[src/hw/rtl/bsfr_pkg.sv]
// Shared constants, codes and control structs for the byte-stuffed frame receiver.
package bsfr_pkg;

    localparam int HOLD_DEPTH = 16;
    localparam int HOLD_AW    = $clog2(HOLD_DEPTH);
    localparam int HOLD_CW    = $clog2(HOLD_DEPTH + 1);

    localparam int BYTE_W = 8;
    localparam int KIND_W = 2;
    localparam int MIN_W  = 5;
    localparam int RAW_W  = 13;

    localparam logic [BYTE_W-1:0] FLAG_BYTE = 8'h7E;
    localparam logic [BYTE_W-1:0] ESC_BYTE  = 8'h7D;
    localparam logic [BYTE_W-1:0] ESC_XOR   = 8'h20;

    localparam logic [RAW_W-1:0] MIN_RESET = 13'd4;
    localparam logic [RAW_W-1:0] MAX_RESET = 13'd500;

    localparam logic [HOLD_CW-1:0] HOLD_DEPTH_C   = HOLD_CW'(HOLD_DEPTH);
    localparam logic [RAW_W-1:0]   HOLD_DEPTH_RAW = RAW_W'(HOLD_DEPTH);

    typedef enum logic [KIND_W-1:0] {
        KIND_DATA     = 2'd0,
        KIND_END      = 2'd1,
        KIND_OVERFLOW = 2'd2
    } t_kind;

    localparam logic CFG_MIN_RAW_LEN = 1'b0;
    localparam logic CFG_MAX_RAW_LEN = 1'b1;

    typedef struct packed {
        logic take;
        logic flush_emit;
        logic end_emit;
    } t_dp_cmd;

    typedef struct packed {
        logic slot_free;
        logic go_end;
        logic go_flush;
        logic flush_last;
    } t_dp_stat;

endpackage

[src/hw/rtl/byte_stuffed_frame_receiver_core.sv]
// Top level of the byte-stuffed frame receiver: controller plus datapath.
//
// channel | dir | handshake               | payload
// s       | in  | i_s_tvalid/o_s_tready   | tdata[7:0] rx_byte
// m       | out | o_m_tvalid/i_m_tready   | tdata[7:0] data_byte, tuser[1:0] kind, tlast
// cfg     | in  | i_cfg_valid/o_cfg_ready | i_cfg_index, i_cfg_data[12:0]
//
// One raw byte per cycle while the output register drains and no release or end
// marker is pending; a byte that yields a result loads the output register in the
// cycle it is accepted. A release of held bytes (up to 15) emits them one by one
// before the next request; an escaped closing flag is followed by an end marker.
// Reset is synchronous, active low; the hold store needs no clearing.
// A stalled output blocks input acceptance until the output register frees.
module byte_stuffed_frame_receiver_core
    import bsfr_pkg::*;
(
    input  logic              i_clk,
    input  logic              i_rst_n,
    input  logic              i_s_tvalid,
    output logic              o_s_tready,
    input  logic [BYTE_W-1:0] i_s_tdata,   // [7:0] rx_byte
    output logic              o_m_tvalid,
    input  logic              i_m_tready,
    output logic [BYTE_W-1:0] o_m_tdata,   // [7:0] data_byte
    output logic [KIND_W-1:0] o_m_tuser,   // [1:0] kind
    output logic              o_m_tlast,
    input  logic              i_cfg_valid,
    output logic              o_cfg_ready,
    input  logic              i_cfg_index,
    input  logic [RAW_W-1:0]  i_cfg_data
);

    t_dp_cmd  w_cmd;
    t_dp_stat w_stat;

    bsfr_ctrl u_ctrl (
        .i_clk      (i_clk),
        .i_rst_n    (i_rst_n),
        .i_in_valid (i_s_tvalid),
        .i_stat     (w_stat),
        .o_in_ready (o_s_tready),
        .o_cmd      (w_cmd)
    );

    bsfr_datapath u_dp (
        .i_clk       (i_clk),
        .i_rst_n     (i_rst_n),
        .i_cmd       (w_cmd),
        .o_stat      (w_stat),
        .i_rx_byte   (i_s_tdata),
        .i_cfg_valid (i_cfg_valid),
        .i_cfg_index (i_cfg_index),
        .i_cfg_data  (i_cfg_data),
        .o_cfg_ready (o_cfg_ready),
        .i_m_tready  (i_m_tready),
        .o_m_tvalid  (o_m_tvalid),
        .o_m_tdata   (o_m_tdata),
        .o_m_tuser   (o_m_tuser),
        .o_m_tlast   (o_m_tlast)
    );

endmodule

[src/hw/rtl/bsfr_ctrl.sv]
// Controller state machine: input acceptance and sequencing of multi-result requests.
module bsfr_ctrl
    import bsfr_pkg::*;
(
    input  logic     i_clk,
    input  logic     i_rst_n,
    input  logic     i_in_valid,
    input  t_dp_stat i_stat,
    output logic     o_in_ready,
    output t_dp_cmd  o_cmd
);

    typedef enum logic [2:0] {
        S_RUN   = 3'b001,
        S_FLUSH = 3'b010,
        S_END   = 3'b100
    } t_state;

    t_state r_state, n_state;

    always_comb begin
        n_state          = r_state;
        o_in_ready       = 1'b0;
        o_cmd.take       = 1'b0;
        o_cmd.flush_emit = 1'b0;
        o_cmd.end_emit   = 1'b0;
        case (r_state)
            S_RUN: begin
                o_in_ready = i_stat.slot_free;
                o_cmd.take = i_in_valid && i_stat.slot_free;
                if (o_cmd.take) begin
                    if (i_stat.go_end) begin
                        n_state = S_END;
                    end else if (i_stat.go_flush) begin
                        n_state = S_FLUSH;
                    end
                end
            end
            S_FLUSH: begin
                if (i_stat.slot_free) begin
                    o_cmd.flush_emit = 1'b1;
                    if (i_stat.flush_last) begin
                        n_state = S_RUN;
                    end
                end
            end
            S_END: begin
                if (i_stat.slot_free) begin
                    o_cmd.end_emit = 1'b1;
                    n_state        = S_RUN;
                end
            end
            default: begin
                n_state = S_RUN;
            end
        endcase
    end

    always_ff @(posedge i_clk) begin
        if (!i_rst_n) begin
            r_state <= S_RUN;
        end else begin
            r_state <= n_state;
        end
    end

endmodule

[src/hw/rtl/bsfr_datapath.sv]
// Datapath: frame state, unstuffing, hold store, config registers and output register.
module bsfr_datapath
    import bsfr_pkg::*;
(
    input  logic              i_clk,
    input  logic              i_rst_n,
    input  t_dp_cmd           i_cmd,
    output t_dp_stat          o_stat,
    input  logic [BYTE_W-1:0] i_rx_byte,
    input  logic              i_cfg_valid,
    input  logic              i_cfg_index,
    input  logic [RAW_W-1:0]  i_cfg_data,
    output logic              o_cfg_ready,
    input  logic              i_m_tready,
    output logic              o_m_tvalid,
    output logic [BYTE_W-1:0] o_m_tdata,
    output logic [KIND_W-1:0] o_m_tuser,
    output logic              o_m_tlast
);

    logic [MIN_W-1:0]   r_min;
    logic [RAW_W-1:0]   r_max;
    logic               r_in_frame, n_in_frame;
    logic               r_esc, n_esc;
    logic [RAW_W-1:0]   r_raw, n_raw;
    logic               r_rel, n_rel;
    logic [HOLD_CW-1:0] r_hcnt, n_hcnt;
    logic [HOLD_AW-1:0] r_fl_idx, n_fl_idx;
    logic [HOLD_CW-1:0] r_fl_cnt, n_fl_cnt;
    logic [BYTE_W-1:0]  r_hold [HOLD_DEPTH];

    logic               r_out_valid, n_out_valid;
    logic [BYTE_W-1:0]  r_out_data, n_out_data;
    t_kind              r_out_kind, n_out_kind;
    logic               r_out_last, n_out_last;

    logic [RAW_W-1:0]   w_min_ext;
    logic [RAW_W-1:0]   w_eff_min;
    logic [RAW_W-1:0]   w_raw_inc;
    logic               w_ovf;
    logic               w_is_flag;
    logic               w_is_esc;
    logic               w_close_ok;
    logic               w_have;
    logic [BYTE_W-1:0]  w_d;
    logic               w_store;
    logic [HOLD_CW-1:0] w_fl_cnt;
    logic               w_flush_last;
    logic               w_slot_free;
    logic               w_go_end;
    logic               w_go_flush;
    logic               w_load;
    logic [BYTE_W-1:0]  w_ld_data;
    t_kind              w_ld_kind;
    logic               w_ld_last;

    assign o_cfg_ready  = 1'b1;
    assign w_slot_free  = !r_out_valid || i_m_tready;
    assign w_min_ext    = RAW_W'(r_min);
    assign w_eff_min    = (w_min_ext > HOLD_DEPTH_RAW) ? HOLD_DEPTH_RAW : w_min_ext;
    assign w_raw_inc    = r_raw + 1'b1;
    assign w_ovf        = ({1'b0, r_raw} + 1'b1) >= {1'b0, r_max};
    assign w_is_flag    = (i_rx_byte == FLAG_BYTE);
    assign w_is_esc     = (i_rx_byte == ESC_BYTE);
    assign w_close_ok   = r_rel && (r_raw >= w_eff_min);
    assign w_have       = r_esc || !w_is_esc;
    assign w_d          = r_esc ? (i_rx_byte ^ ESC_XOR) : i_rx_byte;
    assign w_flush_last = ((HOLD_CW'(r_fl_idx) + 1'b1) == r_fl_cnt);

    always_comb begin
        n_in_frame  = r_in_frame;
        n_esc       = r_esc;
        n_raw       = r_raw;
        n_rel       = r_rel;
        n_hcnt      = r_hcnt;
        n_fl_idx    = r_fl_idx;
        n_fl_cnt    = r_fl_cnt;
        w_load      = 1'b0;
        w_ld_data   = '0;
        w_ld_kind   = KIND_DATA;
        w_ld_last   = 1'b1;
        w_store     = 1'b0;
        w_fl_cnt    = '0;
        w_go_end    = 1'b0;
        w_go_flush  = 1'b0;

        if (i_cmd.take) begin
            if (!r_in_frame || w_is_flag) begin
                if (r_in_frame && w_close_ok) begin
                    w_load = 1'b1;
                    if (r_esc) begin
                        w_ld_data = FLAG_BYTE ^ ESC_XOR;
                        w_ld_last = 1'b0;
                        w_go_end  = 1'b1;
                    end else begin
                        w_ld_kind = KIND_END;
                    end
                end
                if (w_is_flag) begin
                    n_in_frame = 1'b1;
                    n_esc      = 1'b0;
                    n_raw      = RAW_W'(1);
                    n_hcnt     = '0;
                    n_rel      = (w_eff_min <= RAW_W'(1));
                end
            end else if (w_ovf) begin
                w_load     = 1'b1;
                w_ld_kind  = KIND_OVERFLOW;
                n_in_frame = 1'b0;
                n_esc      = 1'b0;
                n_raw      = '0;
                n_rel      = 1'b0;
                n_hcnt     = '0;
            end else begin
                n_raw = w_raw_inc;
                n_esc = !r_esc && w_is_esc;
                if (w_have && r_rel) begin
                    w_load    = 1'b1;
                    w_ld_data = w_d;
                end
                w_store = w_have && !r_rel && (r_hcnt < HOLD_DEPTH_C);
                if (!r_rel && (w_raw_inc >= w_eff_min)) begin
                    w_fl_cnt = r_hcnt + HOLD_CW'(w_store);
                    n_rel    = 1'b1;
                    n_hcnt   = '0;
                    if (w_fl_cnt != '0) begin
                        w_go_flush = 1'b1;
                        n_fl_idx   = '0;
                        n_fl_cnt   = w_fl_cnt;
                    end
                end else if (w_store) begin
                    n_hcnt = r_hcnt + 1'b1;
                end
            end
        end

        if (i_cmd.flush_emit) begin
            w_load    = 1'b1;
            w_ld_data = r_hold[r_fl_idx];
            w_ld_last = w_flush_last;
            n_fl_idx  = r_fl_idx + 1'b1;
        end

        if (i_cmd.end_emit) begin
            w_load    = 1'b1;
            w_ld_kind = KIND_END;
        end
    end

    always_comb begin
        n_out_valid = r_out_valid;
        n_out_data  = r_out_data;
        n_out_kind  = r_out_kind;
        n_out_last  = r_out_last;
        if (w_load) begin
            n_out_valid = 1'b1;
            n_out_data  = w_ld_data;
            n_out_kind  = w_ld_kind;
            n_out_last  = w_ld_last;
        end else if (i_m_tready) begin
            n_out_valid = 1'b0;
        end
    end

    assign o_stat.slot_free  = w_slot_free;
    assign o_stat.go_end     = w_go_end;
    assign o_stat.go_flush   = w_go_flush;
    assign o_stat.flush_last = w_flush_last;

    always_ff @(posedge i_clk) begin
        if (!i_rst_n) begin
            r_min       <= MIN_W'(MIN_RESET);
            r_max       <= MAX_RESET;
            r_in_frame  <= 1'b0;
            r_esc       <= 1'b0;
            r_raw       <= '0;
            r_rel       <= 1'b0;
            r_hcnt      <= '0;
            r_fl_idx    <= '0;
            r_fl_cnt    <= '0;
            r_out_valid <= 1'b0;
        end else begin
            if (i_cfg_valid) begin
                if (i_cfg_index == CFG_MIN_RAW_LEN) begin
                    r_min <= i_cfg_data[MIN_W-1:0];
                end else begin
                    r_max <= i_cfg_data;
                end
            end
            r_in_frame  <= n_in_frame;
            r_esc       <= n_esc;
            r_raw       <= n_raw;
            r_rel       <= n_rel;
            r_hcnt      <= n_hcnt;
            r_fl_idx    <= n_fl_idx;
            r_fl_cnt    <= n_fl_cnt;
            r_out_valid <= n_out_valid;
        end
    end

    always_ff @(posedge i_clk) begin
        r_out_data <= n_out_data;
        r_out_kind <= n_out_kind;
        r_out_last <= n_out_last;
        if (w_store) begin
            r_hold[r_hcnt[HOLD_AW-1:0]] <= w_d;
        end
    end

    assign o_m_tvalid = r_out_valid;
    assign o_m_tdata  = r_out_data;
    assign o_m_tuser  = r_out_kind;
    assign o_m_tlast  = r_out_last;

endmodule
[config.mk]
export PLATFORM = sky130hd
export DESIGN_NAME = byte_stuffed_frame_receiver_core
export DESIGN_NICKNAME = d
export VERILOG_FILES = /design/src/hw/rtl/bsfr_pkg.sv /design/src/hw/rtl/byte_stuffed_frame_receiver_core.sv /design/src/hw/rtl/bsfr_ctrl.sv /design/src/hw/rtl/bsfr_datapath.sv
export SDC_FILE = /design/constraint.sdc
export NUM_CORES = 1
export LEC_CHECK = 0
export BUFFER_PORTS_ARGS = -buffer_cell sky130_fd_sc_hd__buf_4
export CORE_UTILIZATION = 50
export DETAILED_ROUTE_END_ITERATION = 7
export HOLD_SLACK_MARGIN = 0.15
export PLACE_DENSITY = 0.69
export SLEW_MARGIN = 0
export SYNTH_ARGS = -nofsm -noshare
export SYNTH_HDL_FRONTEND = slang
export SYNTH_HIERARCHICAL = 1
export SYNTH_SLANG_ARGS = --single-unit
[constraint.sdc]
create_clock -name i_clk -period 3.7 [get_ports i_clk]
set_input_delay 0.185 -clock i_clk [delete_from_list [all_inputs] [get_ports i_clk]]
set_output_delay 0.185 -clock i_clk [all_outputs]
set_load 0.02 [all_outputs]
==> flow_summary.rst <==
.. list-table::
   :header-rows: 1

   * - Metric
     - Value
   * - Status
     - finished, final reports clean
   * - Footprint of the flip-flops and latches
     - 0.00531 sq mm
   * - H-tree level count
     - 4
   * - Final Non-Filler Cells
     - 982
   * - Worst Path Required
     - 3.85 ns
   * - Final hold violation count
     - 0
   * - Fraction of the yosys area taken by sequential cells
     - 0.595
   * - Buffers on Ports
     - 39
   * - Final setup margin
     - 0.176 ns
   * - Worst setup slack after placement
     - -0.0313 ns
   * - Yosys warns
     - 6
   * - Worst path arrival time
     - 3.68 ns
   * - Layout net count
     - 803
   * - Post-route DRC
     - 0
   * - Top library cells by usage in the layout, fill and taps aside
     - 139 x edfxtp_1, 79 x buf_4, 54 x nand2_1
   * - Final core occ
     - 0.608
   * - Top Ports
     - 41
   * - Initial antenna violation count
     - 0
   * - Initial cell density of the core
     - 0.513
   * - Share of post-route cells with drive strength above 1
     - 0.255
   * - Top flip-flop cell by instance count after synthesis
     - edfxtp_1
   * - Wire per inst
     - 20.6 um
   * - Total area of multi-input combinational cells
     - 0.00340 sq mm
   * - Antenna cell count
     - 0
   * - Vias in the first global route
     - 5754
   * - Worst vdd ir
     - 342 uV
   * - Most repeated library cell on the critical path
     - nor3_4
   * - Number of standard-cell rows in the floorplan
     - 48
   * - Cell leakage power
     - 0.00375 uW
   * - Max Root-Sink Buffers
     - 2
   * - Transition time at the pin with the least slew margin
     - 0.824 ns
   * - Number of pins exceeding their max-slew limit in the final report
     - 0
   * - Router iterations before antenna repair
     - 5
   * - Average size of a mapped cell
     - 13.5 sq um
   * - Kind of end point of the critical path
     - flop
   * - Global-route wire length before repair
     - 31.9 mm
   * - Met2 capacity usage during global routing
     - 0.379
   * - Slowest cell on the critical path
     - dfxtp_4
   * - Clock Skew
     - 0.0107 ns
   * - Clock insertion delay at the later pin of the skew report
     - 0.45 ns
   * - Pin count of the biggest net entering global routing
     - 33
   * - Ratio of routed vias to standard cells
     - 5.93
   * - Crit path buffers/inverters
     - 1
   * - Critical Setup Path Class
     - flop to flop
   * - Kind of cell with the highest combined delay on the critical path
     - simple AND/OR/NAND/NOR gates
   * - Placer congestion estimate
     - 0.886
   * - Class of the most critical hold timing path
     - input port to flop
   * - Antenna Violating Nets Remaining
     - 0
   * - Max Clk Rate
     - 0.284 GHz
   * - DR vias
     - 5822
   * - CTS root buffer
     - clkbuf_16
   * - Share of synthesized flip-flops with an asynchronous set or reset
     - 0
   * - Maximum fanout encountered on the critical timing path
     - 8
   * - Number of clock sinks
     - 195
   * - Kind of launch point of the worst setup path
     - flop
   * - Ordered list of cells on the worst path
     - ha_4 -> nand3_2 -> nor3_4 -> xor2_1 -> ha_1 -> a21oi_1 -> a21boi_1 -> o31a_1 -> a311o_1 -> nor3_4 -> nand4_2 -> nor3_1 -> buf_4
   * - Delay of the slowest cell on the worst path
     - 0.39 ns
   * - Syn Nets
     - 717
   * - Flip-flop and latch count after synthesis
     - 195
   * - Total CTS buffers
     - 17
   * - Fill cells
     - 1315
   * - Count of flip-flops with a built-in enable after synthesis
     - 139
   * - Post-synth design cell area
     - 0.00890 sq mm
   * - Distinct cell type count of the synthesized netlist
     - 71
   * - Area of the placeable core
     - 0.0174 sq mm
   * - Clock tree from TritonCTS
     - done
   * - Maximum Capacitance Violations
     - 0
   * - Finish-stage setup viols
     - 0
   * - DIE AREA
     - 0.0183 sq mm
   * - Most common library cell in the layout ignoring fill and taps
     - edfxtp_1
   * - Global-route met1 utilization
     - 0.325
   * - Cell count after synthesis
     - 659
   * - DRC marker count from the first detailed-route iteration
     - 498
   * - Slew headroom
     - 0.450
   * - Period minus WS final
     - 3.52 ns
   * - Setup repair after global routing missed its margin
     - false
   * - Die height
     - 135 um
   * - Final Cycle Share
     - 0.952
   * - All-Layer GR Usage
     - 0.238
   * - Total global routing overflow
     - 0
   * - Signed area change from the synthesized netlist to the final layout
     - 18.5%
   * - Met3 track demand over resource in global routing
     - 0.0494
   * - # placed instances
     - 930
   * - Total length of routed wires
     - 20.3 mm
   * - Detailed-placement wirelength estimate
     - 14.0 mm
   * - Power density over the cells
     - 425 mW/mm^2
   * - DIE WIDTH
     - 135 um
   * - Clock-pin slew on the worst setup and hold paths
     - 0.07 ns
   * - Top Usage Layer GRT
     - met2
-- registers in the layout (all words and copies together), names as in the netlist, named ones only --
| name | count |
|---|---|
| u_dp/o_m_tuser | 2 |
| u_dp/r_fl_idx | 4 |
| u_dp/r_max | 13 |
| u_dp/o_m_tlast | 1 |
| u_dp/r_fl_cnt | 5 |
| u_dp/r_min | 5 |
| u_ctrl/r_state | 3 |
| u_dp/r_hcnt | 5 |
| u_dp/o_m_tdata | 8 |
| u_dp/r_hold | 128 |
| u_dp/o_m_tvalid | 1 |
| u_dp/r_in_frame | 1 |
| u_dp/r_raw | 13 |
| u_dp/r_rel | 1 |
| u_dp/r_esc | 1 |
-- cell type report --
| type | count | area share |
|---|---|---|
| clock inverter | 14 | 0.0197 |
| multi-input combinational | 401 | 0.322 |
| clock buffer | 17 | 0.0403 |
| timing repair buffer | 100 | 0.0772 |
| sequential | 195 | 0.503 |
| tap | 225 | 0.0267 |
| inverter | 30 | 0.0107 |
-- kinds of logic (layout without fill, tap and decap cells) --
logic type	Yosys count	in the layout	share of synthesized area
compound gates	92	92	0.0741
xor+xnor	33	33	0.0333
fa+ha+maj	31	31	0.0436
buf+inv	63	161	0.0316
flops	195	195	0.595
mux	47	47	0.109
other cells	1	1	0.000421
simple gates	197	197	0.113
-- power by group --
group	internal [uW]	switching, uW
combinational	64.0	91.3
sequential	2340	5.31
clock	1100	887
-- metrics by stage --
stage               instance area [sq um]  power [uW]  hold slack [ns]  setup TNS, ns
global placement                     9630        2530            0.404              0
CTS                                 10500        4520            0.166              0
finish                              10500        4480            0.179              0
detailed placement                   9630        2530            0.414        -0.0399
floorplan                            8910        2460            0.284         -0.794
global route                        10500        4600            0.188              0
-- path summary, 6_finish.rpt --
kind                            cells past startpoint  slack (ns)                        from                           to
worst max-delay path                               13        0.18  u_dp/r_raw[0]$_SDFFE_PN0P_  u_dp/r_hold[0][0]$_DFFE_PP_
worst min-delay path                                2        0.18                i_s_tdata[4]  u_dp/r_hold[9][4]$_DFFE_PP_
worst max register to register                     13        0.18  u_dp/r_raw[0]$_SDFFE_PN0P_  u_dp/r_hold[0][0]$_DFFE_PP_
worst min register to register                      2        0.46  u_dp/r_max[9]$_SDFFE_PN0P_   u_dp/r_max[9]$_SDFFE_PN0P_
-- timing repair --
item / 4_1_cts / 5_1_grt
cloned: 0 / 0
pin swaps: 1 / 2
setup buffers: 1 / 1
resized for setup: 1 / 19
setup endpoints to repair: 10 / 144
endpoints found under the hold margin: 41 / 0
hold buffers: 19 / 0
-- cells in the mapped netlist (3+ instances only) --
library cell	number	area share
o211ai_1	7	0.0059
buf_1	4	0.0017
a31oi_1	4	0.0028
edfxtp_1	139	0.47
buf_4	6	0.0051
nor3_2	4	0.0045
buf_2	12	0.0067
nand4_2	4	0.0056
ha_1	31	0.044
nand2b_1	9	0.0063
mux4_2	40	0.10
inv_1	29	0.012
nor4_1	5	0.0035
o21ai_1	3	0.0017
or4_1	3	0.0025
a221o_1	4	0.0045
o22ai_1	4	0.0028
o21ai_0	9	0.0051
nor2_1	52	0.022
a21oi_1	23	0.013
xnor2_1	20	0.020
clkbuf_1	10	0.0042
xor2_1	12	0.012
nand4_1	4	0.0028
and3_1	4	0.0028
a211oi_1	4	0.0034
nor3_1	12	0.0067
nand3_1	21	0.012
dfxtp_1	56	0.13
nand2_1	55	0.023
mux2i_1	7	0.0079
o2111ai_1	3	0.0030
a22o_1	4	0.0039
nor2b_1	5	0.0035
a21o_1	3	0.0025
-- layer usage --
| layer | part of all wire | vias to the layer above |
|---|---|---|
| met1 | 0.43 | 2913 |
| met3 | 0.068 | 25 |
| met4 | 0.018 | 0 |
| met2 | 0.48 | 223 |
| met5 | 0 | - |
| li1 | - | 2661 |
Power figures use the tool's default switching activity.
